**config.mk**
```make
export PLATFORM = sky130hd
export DESIGN_NAME = tlbt_ctrl
export DESIGN_NICKNAME = d
export VERILOG_FILES = /design/src/hw/rtl/tlbt_pkg.sv /design/src/hw/rtl/tlbt_ctrl.sv
export SDC_FILE = /design/constraint.sdc
export NUM_CORES = 1
export LEC_CHECK = 0
export BUFFER_PORTS_ARGS = -buffer_cell sky130_fd_sc_hd__buf_2
export CORE_AREA = 2 2 39 41
export DETAILED_ROUTE_END_ITERATION = 7
export DIE_AREA = 0 0 41 43
export PLACE_DENSITY_LB_ADDON = 0.08
export SYNTH_ARGS = -nofsm -noshare
export SYNTH_HDL_FRONTEND = slang
export SYNTH_SLANG_ARGS = --single-unit
```
**constraint.sdc**
```tcl
create_clock -name clk -period 2.4 [get_ports clk]
set_input_delay 0.36 -clock clk [delete_from_list [all_inputs] [get_ports clk]]
set_output_delay 0.36 -clock clk [all_outputs]
set_load 0.02 [all_outputs]
```
**src/hw/rtl/tlbt_pkg.sv**
```systemverilog
// types and constants of the tlb translator
package tlbt_pkg;

  localparam int unsigned TLB_ENTRIES = 16;
  localparam int unsigned PAGE_COUNT  = 256;
  localparam int unsigned FRAME_COUNT = 128;
  localparam int unsigned OFFSET_BITS = 8;

  localparam int unsigned VA_W    = 16;
  localparam int unsigned PA_W    = 15;
  localparam int unsigned CNT_W   = 32;
  localparam int unsigned PAGE_W  = $clog2(PAGE_COUNT);
  localparam int unsigned FRAME_W = $clog2(FRAME_COUNT);
  localparam int unsigned FREE_W  = $clog2(FRAME_COUNT + 1);
  localparam int unsigned TIDX_W  = $clog2(TLB_ENTRIES);
  localparam int unsigned RANK_W  = $clog2(TLB_ENTRIES + 1);

  typedef logic [PAGE_W-1:0]      page_t;
  typedef logic [FRAME_W-1:0]     frame_t;
  typedef logic [OFFSET_BITS-1:0] offset_t;
  typedef logic [TIDX_W-1:0]      tidx_t;
  typedef logic [RANK_W-1:0]      rank_t;
  typedef logic [CNT_W-1:0]       count_t;

  // controller to datapath commands
  typedef struct packed {
    logic load_in;    // capture the input address
    logic lookup;     // tlb search, counters, frame choice
    logic pt_load;    // frame from page table
    logic evict;      // invalidate victim page, drop its tlb entry
    logic fill;       // page table and reverse map writes
    logic tlb_ins;    // new tlb entry
    logic push;       // new frame to the front of the lru list
    logic mv_unlink;  // take frame out of the lru list
    logic mv_link;    // put frame at the front of the lru list
    logic out_load;   // load the result register
  } cmd_t;

  // datapath to controller status
  typedef struct packed {
    logic tlb_hit;
    logic page_resident;
    logic free_avail;
    logic frame_is_head;
    logic out_free;
  } stat_t;

endpackage

```
**src/hw/rtl/tlbt_ctrl.sv**
```systemverilog
// sequencing state machine of the tlb translator
module tlbt_ctrl (
  input  logic            clk,
  input  logic            rst,
  input  logic            in_valid,
  output logic            in_ready,
  input  tlbt_pkg::stat_t stat,
  output tlbt_pkg::cmd_t  cmd
);

  typedef enum logic [3:0] {
    S_IDLE, S_LOOKUP, S_PTREAD, S_INS, S_NEWF, S_EVICT, S_FILL,
    S_MOVE0, S_MOVE1, S_MOVE2, S_DONE
  } state_t;

  state_t state, state_next;

  // state register
  always_ff @(posedge clk) begin
    if (rst) begin
      state <= S_IDLE;
    end else begin
      state <= state_next;
    end
  end

  // next state and commands
  always_comb begin
    state_next = state;
    cmd        = '0;
    in_ready   = 1'b0;
    case (state)
      S_IDLE: begin
        in_ready = 1'b1;
        if (in_valid) begin
          cmd.load_in = 1'b1;
          state_next  = S_LOOKUP;
        end
      end
      S_LOOKUP: begin
        cmd.lookup = 1'b1;
        if (stat.tlb_hit) begin
          state_next = S_MOVE0;
        end else if (stat.page_resident) begin
          state_next = S_PTREAD;
        end else if (stat.free_avail) begin
          state_next = S_NEWF;
        end else begin
          state_next = S_EVICT;
        end
      end
      S_PTREAD: begin
        cmd.pt_load = 1'b1;
        state_next  = S_INS;
      end
      S_INS: begin
        cmd.tlb_ins = 1'b1;
        state_next  = S_MOVE0;
      end
      S_NEWF: begin
        cmd.fill    = 1'b1;
        cmd.tlb_ins = 1'b1;
        cmd.push    = 1'b1;
        state_next  = S_DONE;
      end
      S_EVICT: begin
        cmd.evict  = 1'b1;
        state_next = S_FILL;
      end
      S_FILL: begin
        cmd.fill    = 1'b1;
        cmd.tlb_ins = 1'b1;
        state_next  = S_MOVE0;
      end
      S_MOVE0: begin
        state_next = stat.frame_is_head ? S_DONE : S_MOVE1;
      end
      S_MOVE1: begin
        cmd.mv_unlink = 1'b1;
        state_next    = S_MOVE2;
      end
      S_MOVE2: begin
        cmd.mv_link = 1'b1;
        state_next  = S_DONE;
      end
      S_DONE: begin
        if (stat.out_free) begin
          cmd.out_load = 1'b1;
          state_next   = S_IDLE;
        end
      end
      default: begin
        state_next = S_IDLE;
      end
    endcase
  end

endmodule

```
==> out/results.txt <==
Die ar.: 0.00176 sq mm
crit path kind: register to output pin
Crit path arrival time: 1.58 ns
largest registers: state: 4 flops
GRT overflow: 0
Setup crit end kind: output pin
post-synthesis sequential area ratio: 0.170
Routed Antenna Nets: 0
Final Hold Vio Count: 0
Min Hold Slack: 0.398 ns
main combinational cell family by area after synthesis: simple AND/OR/NAND/NOR gates
RSZ-0062 raised after global routing: false
Synth Area in Compound Gates: 0.199
Post-Syn Area: 470 sq um
Port Buffers: 18
final setup fails: 0
crit share post-route: 0.809
Slew @ Worst Pin: 0.641 ns
Root Buffer Master: clkbuf_4
Ant. Diodes: 0
FP Rows: 14
max reg flops: 4
count of cells resized by post-cts repair: 0
Biggest register: state
FILL cells: 152
area of the multi-input gates: 308 sq um
Cell Pwr Density: 1320 mW/mm^2
syn avg cell area: 8.25 sq um
Rel. slew slack: 0.572
Yosys warnings: 0
Core Region: 0.00138 sq mm
ys async rst share: 0
via count: 450
vias in the first global route: 374
Worst-path clk slew: 0.03 ns
Max clock buf depth: 2
DRC viols: 0
post-synthesis xor/xnor area fraction: 0.0186
post-synthesis adder-cell area fraction: 0
Max Cap Viol: 0
CP max FO: 19
status: finished clean
Leak Pwr: 0.237 nW
CP Data Required Time: 2.04 ns
simple-gate share of the synthesized area: 0.412
share of post-route cells with drive strength above 1: 0.347
Synth Flop Type: dfxtp_1
CTS tree: done
Startpoint Class: register
Setup TNS: 0 ns
WL per Instance: 11.7 um
Yosys cell types: 32
first-pass GRT wire length: 1630 um
Initial Util: 0.340
Starting DRT DRC Count: 4
placer congestion estimate: 0.757
hold crit path type: input pin to register
FMAX: 0.515 GHz
post-CTS setup buffer count: 0
# nets final: 82
via density per instance: 5.11
DPL Wire Length: 731 um
largest net degree at the start of global routing: 20
Die H: 43 um
number of synthesized flops with an enable pin: 0
hold buffers post-CTS: 0
Max H-tree Level: 1
Syn Inst Count: 57
Layout area overhead: 12.2%
worst reg2reg setup slack: 0.88 ns
Die W: 41 um
clk_lat worst skew: 0.23 ns
Mapped Nets: 65
CTS Buf Count: 3
post-synthesis register bit count: 4
post-layout min period: 1.94 ns
Tot Pwr: 0.000695 W
antenna violations before repair: 0
total wire length: 1030 um
GRT Util Overall: 0.137
fin. max-slew vios: 0
FF+latch area: 80.1 sq um
peak supply drop: 543 uV
DRT Pass-1 Iters: 4
multiplexer area fraction after synthesis: 0.0239
skew final: 0.000447 ns
I/O pin count: 19
clk sinks: 4
==> routing by layer <==
layer,vias up,track usage,share of wire
met5,-,0,0
met4,0,0.120,0
met3,0,0,0.052
met2,14,0.181,0.46
met1,199,0.193,0.49
li1,237,-,-
==> kinds of logic after synthesis <==
| logic type | after synthesis |
|---|---|
| AO/OA/AOI/OAI | 13 |
| multiplexers | 1 |
| buffers and inverters | 8 |
| flip-flops | 4 |
| XOR/XNOR | 1 |
| AND/OR/NAND/NOR | 30 |
==> final timing paths <==
| path | startpoint | endpoint | cells after the start |
|---|---|---|---|
| max reg2reg | state[1] | state[0] | 3 |
| max | state[1] | cmd[7] | 3 |
| min | rst | state[3] | 2 |
| min reg2reg | state[2] | state[3] | 2 |
==> cell usage in the layout, fill, tap and decap left out <==
| cell | Yosys | final |
|---|---|---|
| buf_2 | 0 | 18 |
| nor2_1 | 5 | 5 |
| nand2_1 | 4 | 4 |
| dfxtp_1 | 4 | 4 |
| nor3_1 | 3 | 3 |
| nand3b_1 | 3 | 3 |
| clkbuf_4 | 0 | 3 |
| nor2b_1 | 2 | 2 |
| nand2b_1 | 2 | 2 |
| a21oi_1 | 2 | 2 |
| o31ai_1 | 2 | 2 |
| inv_1 | 2 | 2 |
| o21ai_0 | 2 | 2 |
| or2b_2 | 2 | 2 |
| and3b_1 | 1 | 1 |
| or2b_1 | 1 | 1 |
| nor4b_4 | 1 | 1 |
| nor4_1 | 1 | 1 |
| and2_1 | 1 | 1 |
| nor4b_1 | 1 | 1 |
| nor3b_1 | 1 | 1 |
| o211ai_1 | 1 | 1 |
| o21a_1 | 1 | 1 |
| a311oi_1 | 1 | 1 |
| nand3_1 | 1 | 1 |
| xnor2_1 | 1 | 1 |
| and3_1 | 1 | 1 |
| mux2_2 | 1 | 1 |
| o22ai_1 | 1 | 1 |
| a41oi_1 | 1 | 1 |
| o2111a_1 | 1 | 1 |
| a2bb2oi_1 | 1 | 1 |
==> worst max-delay path, stage by stage, from the launching register on <==
cell and delay [ns]:
dfxtp_1 0.72, or2b_1 0.32, nor3_1 0.12, buf_2 0.19
==> area by class of cell <==
cell class,count,area share
multi-input combinational,45,0.583
timing repair buffer,18,0.171
sequential,4,0.152
clock buffer,3,0.0427
tap,16,0.0379
inverter,2,0.0142
==> synthesized netlist by cell type (2+ instances only) <==
library cell / count / area, sq um
nand3b_1: 3 / 22.5
inv_1: 2 / 7.51
nor2_1: 5 / 18.8
or2b_2: 2 / 17.5
a21oi_1: 2 / 10.0
dfxtp_1: 4 / 80.1
o31ai_1: 2 / 15.0
nand2_1: 4 / 15.0
nor2b_1: 2 / 12.5
clkbuf_8: 3 / 41.3
nand2b_1: 2 / 12.5
nor3_1: 3 / 15.0
o21ai_0: 2 / 10.0
buf_6: 3 / 33.8
==> per-stage QoR <==
stage | util | instance area, sq um | cells | worst slack [ns]
after floorplan | - | 470 | 57 | 0.481
after global placement | 0.365 | 505 | 85 | 0.726
after detailed placement | 0.365 | 505 | 85 | 0.675
after CTS | 0.382 | 528 | 88 | 0.421
after global routing | 0.382 | 528 | 88 | 0.338
final | 0.382 | 528 | 88 | 0.459
==> where the power goes <==
group / leakage, nW / internal [W] / switching (W) / total [W]
Sequential: 0.0330 / 0.0000957 / 0.000124 / 0.000220
Combinational: 0.190 / 0.000185 / 0.000210 / 0.000395
Clock: 0.0138 / 0.0000557 / 0.0000248 / 0.0000806
Total: 0.237 / 0.000336 / 0.000359 / 0.000695
No activity file was read; power rests on OpenSTA's default activity.
